[src/cps_pkg.sv]
// ---------------------------------------------------------------------------
// cps_pkg
// Types, codes, pattern table and compare functions of the content scanner.
// ---------------------------------------------------------------------------
package cps_pkg;

	localparam int PATTERN_COUNT = 29;
	localparam int HISTORY_DEPTH = 13;
	localparam int WINDOW_LEN    = HISTORY_DEPTH + 1;
	localparam int PAT_MAX_LEN   = 14;
	localparam int PAT_BITS      = 8 * PAT_MAX_LEN;

	localparam int LEN_W   = 25;
	localparam int MAXL_W  = 24;
	localparam int TAG_W   = 16;
	localparam int IDX_W   = 5;
	localparam int CFG_IDX_W = 1;
	localparam int CFG_DATA_W = 24;

	typedef logic [1:0]       verdict_t;
	typedef logic [IDX_W-1:0] pat_idx_t;
	typedef logic [TAG_W-1:0] tag_cnt_t;
	typedef logic [CFG_IDX_W-1:0] cfg_idx_t;
	typedef logic [CFG_DATA_W-1:0] cfg_data_t;
	typedef logic [PATTERN_COUNT-1:0] hit_mask_t;

	// Verdict codes
	localparam verdict_t VERDICT_PASS     = 2'd0;
	localparam verdict_t VERDICT_TOO_LONG = 2'd1;
	localparam verdict_t VERDICT_PATTERN  = 2'd2;
	localparam verdict_t VERDICT_TAGS     = 2'd3;

	localparam pat_idx_t NO_PATTERN = pat_idx_t'(31);

	// Register indexes
	localparam cfg_idx_t CFG_MAX_LENGTH = cfg_idx_t'(0);
	localparam cfg_idx_t CFG_TAG_LIMIT  = cfg_idx_t'(1);

	localparam logic [MAXL_W-1:0] MAX_LENGTH_RST = MAXL_W'(10 * 1024 * 1024);
	localparam tag_cnt_t          TAG_LIMIT_RST  = TAG_W'(1000);

	localparam logic [7:0] CHAR_LT = 8'h3C;
	localparam logic [7:0] CHAR_GT = 8'h3E;

	// Patterns, right aligned: last character in bits [7:0]
	localparam logic [PAT_BITS-1:0] PAT_TEXT [PATTERN_COUNT] = '{
		"javascript:", "vbscript:", "<script", "</script>",
		"eval(", "document.", "window.", "alert(",
		"file://", "ftp://", "data:", "blob:",
		"onload=", "onerror=", "onclick=", "onmouseover=",
		"\\x", "\\u", "%3c", "%3e",
		"&#x", "&#", "expression(", "behavior:",
		"binding:", "import(", "require(", "fetch(",
		"xmlhttprequest"
	};

	localparam logic [3:0] PAT_LEN [PATTERN_COUNT] = '{
		4'd11, 4'd9, 4'd7, 4'd9, 4'd5, 4'd9, 4'd7, 4'd6,
		4'd7, 4'd6, 4'd5, 4'd5, 4'd7, 4'd8, 4'd8, 4'd12,
		4'd2, 4'd2, 4'd3, 4'd3, 4'd3, 4'd2, 4'd11, 4'd9,
		4'd8, 4'd7, 4'd8, 4'd6, 4'd14
	};

	// ASCII-only case fold
	function automatic logic [7:0] fold_lower(input logic [7:0] c);
		logic [7:0] r;
		r = c;
		if (c >= 8'h41 && c <= 8'h5A) begin
			r = c | 8'h20;
		end
		return r;
	endfunction

	// Window entry 0 is the current byte, entry k the byte k items back
	function automatic hit_mask_t match_mask(input logic [7:0] win [WINDOW_LEN]);
		hit_mask_t m;
		m = '0;
		for (int p = 0; p < PATTERN_COUNT; p++) begin
			m[p] = 1'b1;
			for (int k = 0; k < PAT_MAX_LEN; k++) begin
				if (k < int'(PAT_LEN[p]) && win[k] != PAT_TEXT[p][8*k +: 8]) begin
					m[p] = 1'b0;
				end
			end
		end
		return m;
	endfunction

	// Lowest set bit, NO_PATTERN when empty
	function automatic pat_idx_t lowest_hit(input hit_mask_t m);
		pat_idx_t idx;
		idx = NO_PATTERN;
		for (int p = PATTERN_COUNT - 1; p >= 0; p--) begin
			if (m[p]) begin
				idx = pat_idx_t'(p);
			end
		end
		return idx;
	endfunction

endpackage

[src/cps_if.sv]
// ---------------------------------------------------------------------------
// cps_if
// Valid/ready channels of the content scanner: byte input and verdict output.
// ---------------------------------------------------------------------------
interface cps_in_if;
	logic       valid;
	logic       ready;
	logic [7:0] text_byte;
	logic       last;

	modport source (output valid, output text_byte, output last, input ready);
	modport sink   (input valid, input text_byte, input last, output ready);
endinterface

interface cps_out_if;
	logic              valid;
	logic              ready;
	cps_pkg::verdict_t verdict;
	cps_pkg::pat_idx_t pattern_index;
	cps_pkg::tag_cnt_t tag_total;

	modport source (output valid, output verdict, output pattern_index,
		output tag_total, input ready);
	modport sink   (input valid, input verdict, input pattern_index,
		input tag_total, output ready);
endinterface

[src/content_pattern_scanner.sv]
// ---------------------------------------------------------------------------
// content_pattern_scanner
// Byte-stream content filter: length, pattern and tag checks per stream.
// ---------------------------------------------------------------------------
// Takes one text byte per clock while not stalled and answers only on the
// byte marked last, with one verdict item (too long, pattern found, too
// many tags, or pass, in that priority), the lowest matching pattern index
// and the tag count. An item is registered on entry, compared against the
// 13 byte history, and a last byte's verdict then lands in the output
// register; the sustained rate is one byte per cycle while not stalled,
// limited by the single compare stage. A stalled verdict holds the input
// side only when a further last byte needs the output register. Stream
// state clears after each last byte; max_length and tag_limit keep their
// values and are written through cfg_we.
// ---------------------------------------------------------------------------
module content_pattern_scanner (
	input  logic                clk,
	input  logic                arst_n,
	cps_in_if.sink              in_ch,
	cps_out_if.source           out_ch,
	input  logic                cfg_we,
	input  cps_pkg::cfg_idx_t   cfg_index,
	input  cps_pkg::cfg_data_t  cfg_wdata
);
	import cps_pkg::*;

	// Input stage
	logic       valid_s1;
	logic [7:0] byte_s1;
	logic       last_s1;

	// Stream state
	logic [LEN_W-1:0]  length_q;
	logic [7:0]        recent_q [HISTORY_DEPTH];
	hit_mask_t         hits_q;
	logic              inside_tag_q;
	tag_cnt_t          tag_count_q;

	// Registers
	logic [MAXL_W-1:0] max_length_q;
	tag_cnt_t          tag_limit_q;

	// Output register
	logic     out_valid_q;
	verdict_t verdict_q;
	pat_idx_t pidx_q;
	tag_cnt_t tag_total_q;

	logic              adv_s1;
	logic [7:0]        cur;
	logic [7:0]        win [WINDOW_LEN];
	hit_mask_t         hits_nxt;
	logic [LEN_W-1:0]  length_nxt;
	logic              inside_nxt;
	tag_cnt_t          tag_nxt;
	pat_idx_t          pidx_nxt;
	verdict_t          verdict_nxt;

	// Stage 1 moves unless it holds a last byte and the output is blocked
	assign adv_s1      = valid_s1 && (!last_s1 || !out_valid_q || out_ch.ready);
	assign in_ch.ready = !valid_s1 || adv_s1;

	// Compare window and next state
	always_comb begin
		cur    = fold_lower(byte_s1);
		win[0] = cur;
		for (int i = 0; i < HISTORY_DEPTH; i++) begin
			win[i+1] = recent_q[i];
		end
		hits_nxt   = hits_q | match_mask(win);
		length_nxt = (length_q == {LEN_W{1'b1}}) ? length_q : length_q + LEN_W'(1);
		inside_nxt = inside_tag_q;
		tag_nxt    = tag_count_q;
		if (!inside_tag_q) begin
			if (cur == CHAR_LT) begin
				inside_nxt = 1'b1;
			end
		end else if (cur == CHAR_GT) begin
			inside_nxt = 1'b0;
			if (tag_count_q != {TAG_W{1'b1}}) begin
				tag_nxt = tag_count_q + TAG_W'(1);
			end
		end
		pidx_nxt = lowest_hit(hits_nxt);
		if (length_nxt > {1'b0, max_length_q}) begin
			verdict_nxt = VERDICT_TOO_LONG;
		end else if (pidx_nxt != NO_PATTERN) begin
			verdict_nxt = VERDICT_PATTERN;
		end else if (tag_nxt > tag_limit_q) begin
			verdict_nxt = VERDICT_TAGS;
		end else begin
			verdict_nxt = VERDICT_PASS;
		end
	end

	// Input register
	always_ff @(posedge clk or negedge arst_n) begin
		if (!arst_n) begin
			valid_s1 <= 1'b0;
		end else if (in_ch.ready) begin
			valid_s1 <= in_ch.valid;
		end
	end

	always_ff @(posedge clk) begin
		if (in_ch.valid && in_ch.ready) begin
			byte_s1 <= in_ch.text_byte;
			last_s1 <= in_ch.last;
		end
	end

	// Stream state update, cleared after a last byte
	always_ff @(posedge clk or negedge arst_n) begin
		if (!arst_n) begin
			length_q     <= '0;
			hits_q       <= '0;
			inside_tag_q <= 1'b0;
			tag_count_q  <= '0;
			for (int i = 0; i < HISTORY_DEPTH; i++) begin
				recent_q[i] <= '0;
			end
		end else if (adv_s1) begin
			if (last_s1) begin
				length_q     <= '0;
				hits_q       <= '0;
				inside_tag_q <= 1'b0;
				tag_count_q  <= '0;
				for (int i = 0; i < HISTORY_DEPTH; i++) begin
					recent_q[i] <= '0;
				end
			end else begin
				length_q     <= length_nxt;
				hits_q       <= hits_nxt;
				inside_tag_q <= inside_nxt;
				tag_count_q  <= tag_nxt;
				recent_q[0]  <= cur;
				for (int i = 1; i < HISTORY_DEPTH; i++) begin
					recent_q[i] <= recent_q[i-1];
				end
			end
		end
	end

	// Configuration registers
	always_ff @(posedge clk or negedge arst_n) begin
		if (!arst_n) begin
			max_length_q <= MAX_LENGTH_RST;
			tag_limit_q  <= TAG_LIMIT_RST;
		end else if (cfg_we) begin
			case (cfg_index)
				CFG_MAX_LENGTH: max_length_q <= cfg_wdata[MAXL_W-1:0];
				CFG_TAG_LIMIT:  tag_limit_q  <= cfg_wdata[TAG_W-1:0];
				default: ;
			endcase
		end
	end

	// Output register
	always_ff @(posedge clk or negedge arst_n) begin
		if (!arst_n) begin
			out_valid_q <= 1'b0;
		end else if (adv_s1 && last_s1) begin
			out_valid_q <= 1'b1;
		end else if (out_ch.ready) begin
			out_valid_q <= 1'b0;
		end
	end

	always_ff @(posedge clk) begin
		if (adv_s1 && last_s1) begin
			verdict_q   <= verdict_nxt;
			pidx_q      <= pidx_nxt;
			tag_total_q <= tag_nxt;
		end
	end

	assign out_ch.valid         = out_valid_q;
	assign out_ch.verdict       = verdict_q;
	assign out_ch.pattern_index = pidx_q;
	assign out_ch.tag_total     = tag_total_q;

endmodule

[src/flat_wrapper.sv]
// flat-port wrapper written by rule: the top's interface ports become plain ports
module content_pattern_scanner_flat import cps_pkg::*;
  (clk, arst_n, cfg_we, cfg_index, cfg_wdata, in_ch_valid, in_ch_text_byte, in_ch_last, in_ch_ready, out_ch_valid, out_ch_verdict, out_ch_pattern_index, out_ch_tag_total, out_ch_ready);
  cps_in_if in_ch_i ();
  cps_out_if out_ch_i ();
  input  logic clk;
  input  logic arst_n;
  input  logic cfg_we;
  input  cps_pkg::cfg_idx_t cfg_index;
  input  cps_pkg::cfg_data_t cfg_wdata;
  input wire logic [$bits(in_ch_i.valid)-1:0] in_ch_valid;
  input wire logic [$bits(in_ch_i.text_byte)-1:0] in_ch_text_byte;
  input wire logic [$bits(in_ch_i.last)-1:0] in_ch_last;
  output wire logic [$bits(in_ch_i.ready)-1:0] in_ch_ready;
  output wire logic [$bits(out_ch_i.valid)-1:0] out_ch_valid;
  output wire logic [$bits(out_ch_i.verdict)-1:0] out_ch_verdict;
  output wire logic [$bits(out_ch_i.pattern_index)-1:0] out_ch_pattern_index;
  output wire logic [$bits(out_ch_i.tag_total)-1:0] out_ch_tag_total;
  input wire logic [$bits(out_ch_i.ready)-1:0] out_ch_ready;
  assign in_ch_i.valid = in_ch_valid;
  assign in_ch_i.text_byte = in_ch_text_byte;
  assign in_ch_i.last = in_ch_last;
  assign in_ch_ready = in_ch_i.ready;
  assign out_ch_valid = out_ch_i.valid;
  assign out_ch_verdict = out_ch_i.verdict;
  assign out_ch_pattern_index = out_ch_i.pattern_index;
  assign out_ch_tag_total = out_ch_i.tag_total;
  assign out_ch_i.ready = out_ch_ready;
  content_pattern_scanner u_core (.clk(clk), .arst_n(arst_n), .in_ch(in_ch_i), .out_ch(out_ch_i), .cfg_we(cfg_we), .cfg_index(cfg_index), .cfg_wdata(cfg_wdata));
endmodule
[config.mk]
export PLATFORM = sky130hd
export DESIGN_NAME = content_pattern_scanner_flat
export DESIGN_NICKNAME = d
export VERILOG_FILES = /design/src/cps_pkg.sv /design/src/cps_if.sv /design/src/content_pattern_scanner.sv /design/src/flat_wrapper.sv
export SDC_FILE = /design/constraint.sdc
export NUM_CORES = 1
export LEC_CHECK = 0
export ABC_AREA = 1
export BUFFER_PORTS_ARGS = -buffer_cell sky130_fd_sc_hd__buf_2
export CAP_MARGIN = 20
export CORE_MARGIN = 4
export CORE_UTILIZATION = 56
export CTS_CLUSTER_SIZE = 10
export DETAILED_ROUTE_END_ITERATION = 7
export PLACE_DENSITY = 0.77
export SYNTH_ARGS = -nofsm -noshare
export SYNTH_HDL_FRONTEND = slang
export SYNTH_SLANG_ARGS = --single-unit
[constraint.sdc]
create_clock -name clk -period 3.6 [get_ports clk]
set_input_delay 0.36 -clock clk [delete_from_list [all_inputs] [get_ports clk]]
set_output_delay 0.36 -clock clk [all_outputs]
set_load 0.02 [all_outputs]
* Word-level counts from Yosys, hierarchy flattened *
Cells that the tools add are included.

storage, ports and cells
  bits in registers = 249
  output and inout port bits = 25
  word-level logic and storage cells = 386

operators by class
  add/sub/neg operators = 2
  $lt $le $gt $ge = 4
  eq/ne operators = 122
  mux-type cells = 217
  bitwise logic cells = 2
  reductions and logical operators = 13

operators by type and width
  cell                                                               number
  != test 8 x 7 -> 1 bit, second input constant                      100
  2-to-1 mux 1 bit                                                   177
  != test 8 x 6 -> 1 bit, second input constant                      17
  2-to-1 mux 104 bit                                                 1
  2-to-1 mux 5 bit                                                   16
  2-to-1 mux 16 bit                                                  4
  2-to-1 mux 25 bit                                                  2
  2-to-1 mux 4 bit                                                   8
  2-to-1 mux 29 bit                                                  1
  bitwise OR 29 bit                                                  1
  adder 25 x 1 -> 25 bit, second input constant                      1
  == test 25 bit, second input constant                              1
  greater-than comparator 25 x 24 -> 1 bit                           1
  adder 16 x 1 -> 16 bit, second input constant                      1
  == test 8 x 6 -> 1 bit, second input constant                      2
  greater-than comparator 16 bit                                     1
  != test 16 bit, second input constant                              1
  2-to-1 mux 3 bit                                                   4
  greater-or-equal comparator 8 x 7 -> 1 bit, second input constant  1
  less-or-equal comparator 8 x 7 -> 1 bit, second input constant     1
  2-to-1 mux 2 bit                                                   3
  2-to-1 mux 6 bit                                                   1
  != test 5 bit, second input constant                               1
  logical AND 1 bit                                                  4
  5 further kinds                                                    10

* Depth between registers and ports, before layout *
  depth after elaboration = 50
  gate-level depth with buffers = 36
  gate-level depth less buffers = 36

* Least setup slack after synthesis *
No wires, ideal clock.

  kind = register to register
  start = register u_core.length_q[1]
  end = register u_core.verdict_q[0], in the netlist u_core.out_ch.verdict[0] (data pin)
  library setup time = 0.257 ns
  data arrival time = 3.239 ns
  setup slack = 0.104 ns
  stages on the path, launching flop included = 26
  clock period less this slack = 3.496 ns
  cell sequence = dfrtp_1 > ha_1 > inv_1 > or4_1 > inv_1 > nand3_1 > nor2_1 > inv_1 > o21ai_0 > inv_1 > ha_1 > nand2_1 > nor2_1 > a211oi_1 > o21ai_0 > a21o_1 > a21oi_1 > o21ai_0 > nand2_1 > inv_1 > o21ai_0 > a21oi_1 > a211oi_1 > o21bai_1 > a21oi_1 > nand2_1

on the way
  word-level cells in the longest chain between the ends = 3
  elaborated cells between the ends (all ways) = 4

RTL lines
  item                                                      RTL line                        text
  start: declaration                                        content_pattern_scanner.sv:33   logic [LEN_W-1:0] length_q;
  start signal: assignment                                  content_pattern_scanner.sv:132  length_q <= length_nxt;
  adder 25 x 1 -> 25 bit or == test 25 bit (tied branches)  content_pattern_scanner.sv:71   length_nxt = (length_q == {LEN_W{1'b1}}) ? length_q : length_q + LEN_W'(1);
  2-to-1 mux 25 bit (*)                                     content_pattern_scanner.sv:71
  greater-than comparator 25 x 24 -> 1 bit (*)              content_pattern_scanner.sv:85   if (length_nxt > {1'b0, max_length_q}) begin
  end signal: assignment                                    content_pattern_scanner.sv:171  verdict_q <= verdict_nxt;
  end: declaration                                          content_pattern_scanner.sv:45   verdict_t verdict_q;

Every way passes the cells marked *; elsewhere a longest branch is shown, timed or not.
A chain may end at the register's enable or synchronous reset.

* Worst setup path in the final report *
  start = register u_core.length_q[0]
  end = register u_core.verdict_q[0], in the netlist u_core.out_ch.verdict[0] (data pin)

The elaborated chain is that of the path after synthesis.

==> impl_results.md <==
* XOR/XNOR share of the synthesized area at around 1.9%
* Wire length on met1 at 15800 um
* RSZ-0062 raised after global routing: yes
* DRT Wirelength at 37700 um
* Area grow syn2layout at 16.7%
* FILL cells at 1946
* Fmax at 268 MHz
* Clock transition at path regs at about 0.060 ns
* DIE WIDTH at approximately 160 um
* GRT overflow at 0
* Synth Area in Compound Gates at 12.5%
* Mapped cell area at 0.0133 sq mm
* Routed wl met3 at 2250 um
* Yosys cell types at 45
* Top FF cell, synth: dfrtp_1
* Nets at 1836
* Slack of the critical path at -0.128 ns
* Global-route wire length before repair at 59400 um
* Drt drc at 0
* Mux share of post-synthesis cell area at 0%
* Vias/cell at 5.64
* Critical Path Max Stage Delay at 0.40 ns
* Total negative slack at -0.199 ns
* Status: complete, but fails checks
* Total track usage at 28.1%
* Clk sinks at 249
* Cell Pwr Density at 420 mW/mm^2
* Antenna diodes at 0
* Register bit count reported by yosys at ~250
* Top sig layer: met4
* Ys async rst share at approximately 87%
* Antenna Violating Nets Remaining at 0
* Avg WL per Cell at 18.0 um
* Leading area contributor after synthesis: dfrtp_1
* Register area share after synthesis at 48.3%
* Port buffer count at 63
* Initial antenna violation count at 0
* Final setup viols at 2
* Top post-synthesis cells by area: dfrtp_1, inv_1, nand2_1, edfxtp_1, o22ai_1
* Least-Margin Pin Slew at 0.845 ns
* Num CTS Buffers at 29
* Worst vdd ir at 0.318 mV
* Post-Layout Inst Area at 0.0155 sq mm
* Fin crit period at 3.73 ns
* Leakage power at around 7.1 nW
* Critical Path End Type: register
* Cell family with most CP delay: simple AND/OR/NAND/NOR gates
* Overall power at 0.00650 W
* Dpl cell area at approximately 0.014 sq mm
* Failing checks: negative setup slack
* Latest clock arrival within the worst-skew pair at 0.55 ns
* CP Data Arrival Time at 4.03 ns
* CTS Buffer Depth at 3
* Die ar. at 0.0262 sq mm
* Most frequent cells in the layout: inv_1, nand2_1, dfrtp_1, nor2_1, o22ai_1
* Die H at approximately 160 um
* CTS tree: yes
* Initial Utilization at a little under three fifths
* Req. time, crit path at 3.90 ns
* IO Pins at between 60 and 70
* Crit Path Category: reg -> reg
* Max Cap Viol at 0
* Gpl congestion at 0.987
* Fin. max-slew vios at 0
* DPL Wire Length at 27600 um
* Core box area at 0.0234 sq mm
* DR vias at between 10000 and 15000
* Mapped Cells at 1639
* Post-Synth Adder-Cell Area at 3.96%
* Starting DRT DRC Count at 1113
* Worst Path Buf+Inv at 5
* Largest family of logic cells by synthesized area: simple AND/OR/NAND/NOR gates
* Clk_skew at 0.0106 ns
* Net count after synthesis at ~1700
* Worst Path Max Fanout at 3
* Rel. slew slack at 43.5%
* Cells along the critical path: ha_4, inv_2, buf_4, nor3_1, nand4_1, inv_1, nand3_1, nor2_2, inv_1, nand4_1, nor2_2, nand2_1, xor2_2, inv_1, ha_1, nand2_1, nor2_1, a211oi_2, a21oi_2, a211oi_2, o21bai_1, a21oi_2, nand2_1
* CP max stage cell: dfrtp_1
* Post-synth top area share at 39.5%
* Fin. Hold Viols at 0
* Syn. warnings at 0
* Largest net degree at the start of global routing at slightly above 100
* Met2 wire len at 18300 um
* DRT Pass-1 Iters at 5
* Most common cell after layout, fill and taps aside: inv_1
* Util after Layout at 66.1%
* Area of the multi-input gates at 0.00565 sq mm
* Synth Area per Inst at 8.09 sq um
* Hold Crit Class: in -> reg
* Simple-gate area share of the yosys netlist at 22.3%
* Post-synth EDFFs at 32
* Final Cycle Share at 104%
* Sequential Area at between 0.006 and 0.007 sq mm
* Buffer type at the clock tree root: clkbuf_16
* Vias in the first global route at 11500
* H-tree depth at 1
* Share of cells above drive strength 1 at 15.5%
* FP Rows at 56
* Worst Setup Start Kind: register
==> cells in the mapped netlist, types with 2 or more instances <==
library cell,instances
clkbuf_1,42
ha_1,42
or4_1,3
o21bai_1,2
nor3_1,66
or2_2,2
nand4_2,3
a21oi_1,32
nor3_2,5
dfstp_2,8
nand2_1,264
buf_1,3
o31ai_1,2
nor4_1,28
a31oi_1,6
nand3_1,62
a21oi_2,2
inv_1,314
a211oi_1,24
dfrtp_1,209
nand2_2,5
a22o_1,2
o21ai_0,88
nand4_1,47
o211ai_1,2
nor2_1,148
inv_2,30
edfxtp_1,32
nor2_2,10
xor2_1,29
o22ai_1,113
==> area by class of cell <==
class / count / share of cell area [%]
clock buffers: 43 / 5.09
repair buffers: 130 / 5.82
clock inverters: 2 / 0.226
well taps: 319 / 2.58
flip-flops and latches: 249 / 41.4
multi-input cells: 1001 / 36.5
inverters: 344 / 8.37
==> tightest hold or removal path, cell delays in order <==
cell	delay, ns
buf_2	0.07
nand2_1	0.05
nand2_1	0.05
==> where the power goes <==
group          switching, W  internal (W)
registers         0.0000960       0.00298
logic              0.000522      0.000257
clock network       0.00108       0.00155
==> through the flow <==
stage / cells / setup WS, ns / hold WS (ns)
6_report: 2088 / -0.128 / 0.0276
5_1_grt: 2088 / -0.375 / 0.0583
4_1_cts: 2079 / -0.103 / 0.0150
3_5_place_dp: 2019 / -0.227 / 0.450
3_3_place_gp: 2019 / -0.0848 / 0.447
2_1_floorplan: 1639 / 0.104 / 0.0644
==> registers in the layout, summed over array words and instances (netlist names) <==
register	flops
u_core.out_ch.pattern_index	5
u_core.recent_q	104
u_core.max_length_q	24
u_core.out_ch.verdict	2
u_core.out_ch.valid	1
u_core.tag_limit_q	16
u_core.inside_tag_q	1
u_core.out_ch.tag_total	16
u_core.byte_s1	8
u_core.hits_q	29
u_core.last_s1	1
u_core.length_q	25
u_core.tag_count_q	16
u_core.valid_s1	1
==> cells by family (layout without fill, tap and decap cells) <==
family	Yosys count	in the layout
buffers and inverters	389	519
AO/OA/AOI/OAI	279	279
adder cells (fa/ha/maj)	42	42
AND/OR/NAND/NOR	651	651
XOR/XNOR	29	29
flip-flops	249	249
==> metal layers <==
layer / track usage [%] / vias up
met1: 37.2 / 5645
met3: 4.24 / 80
li1: - / 5657
met5: 0 / -
met2: 47.8 / 399
met4: 9.65 / 0
==> final timing paths <==
check	from	endpoint	slack [ns]	depth (start not counted)
max	u_core.length_q[0]$_DFFE_PN0P_	u_core.out_ch.verdict[0]$_SDFFCE_PN1P_	-0.13	23
min	in_ch_valid	u_core.valid_s1$_DFFE_PN0N_	0.03	3
max reg2reg	u_core.length_q[0]$_DFFE_PN0P_	u_core.out_ch.verdict[0]$_SDFFCE_PN1P_	-0.13	23
min reg2reg	u_core.max_length_q[21]$_DFFE_PN1P_	u_core.max_length_q[21]$_DFFE_PN1P_	0.48	2
max in group asynchronous	arst_n	u_core.tag_count_q[2]$_DFFE_PN0P_	2.20	4
min in group asynchronous	arst_n	u_core.max_length_q[20]$_DFFE_PN0P_	0.44	2
==> repair_timing <==
action | in CTS | in global routing
gates resized for setup | 17 | 48
hold endpoints to repair | 109 | 0
gates cloned | 0 | 0
pin swaps | 14 | 29
setup buffers | 4 | 9
hold buffers | 11 | 0
setup endpoints to repair | 2 | 3
(Power assumes the default switching activity.)
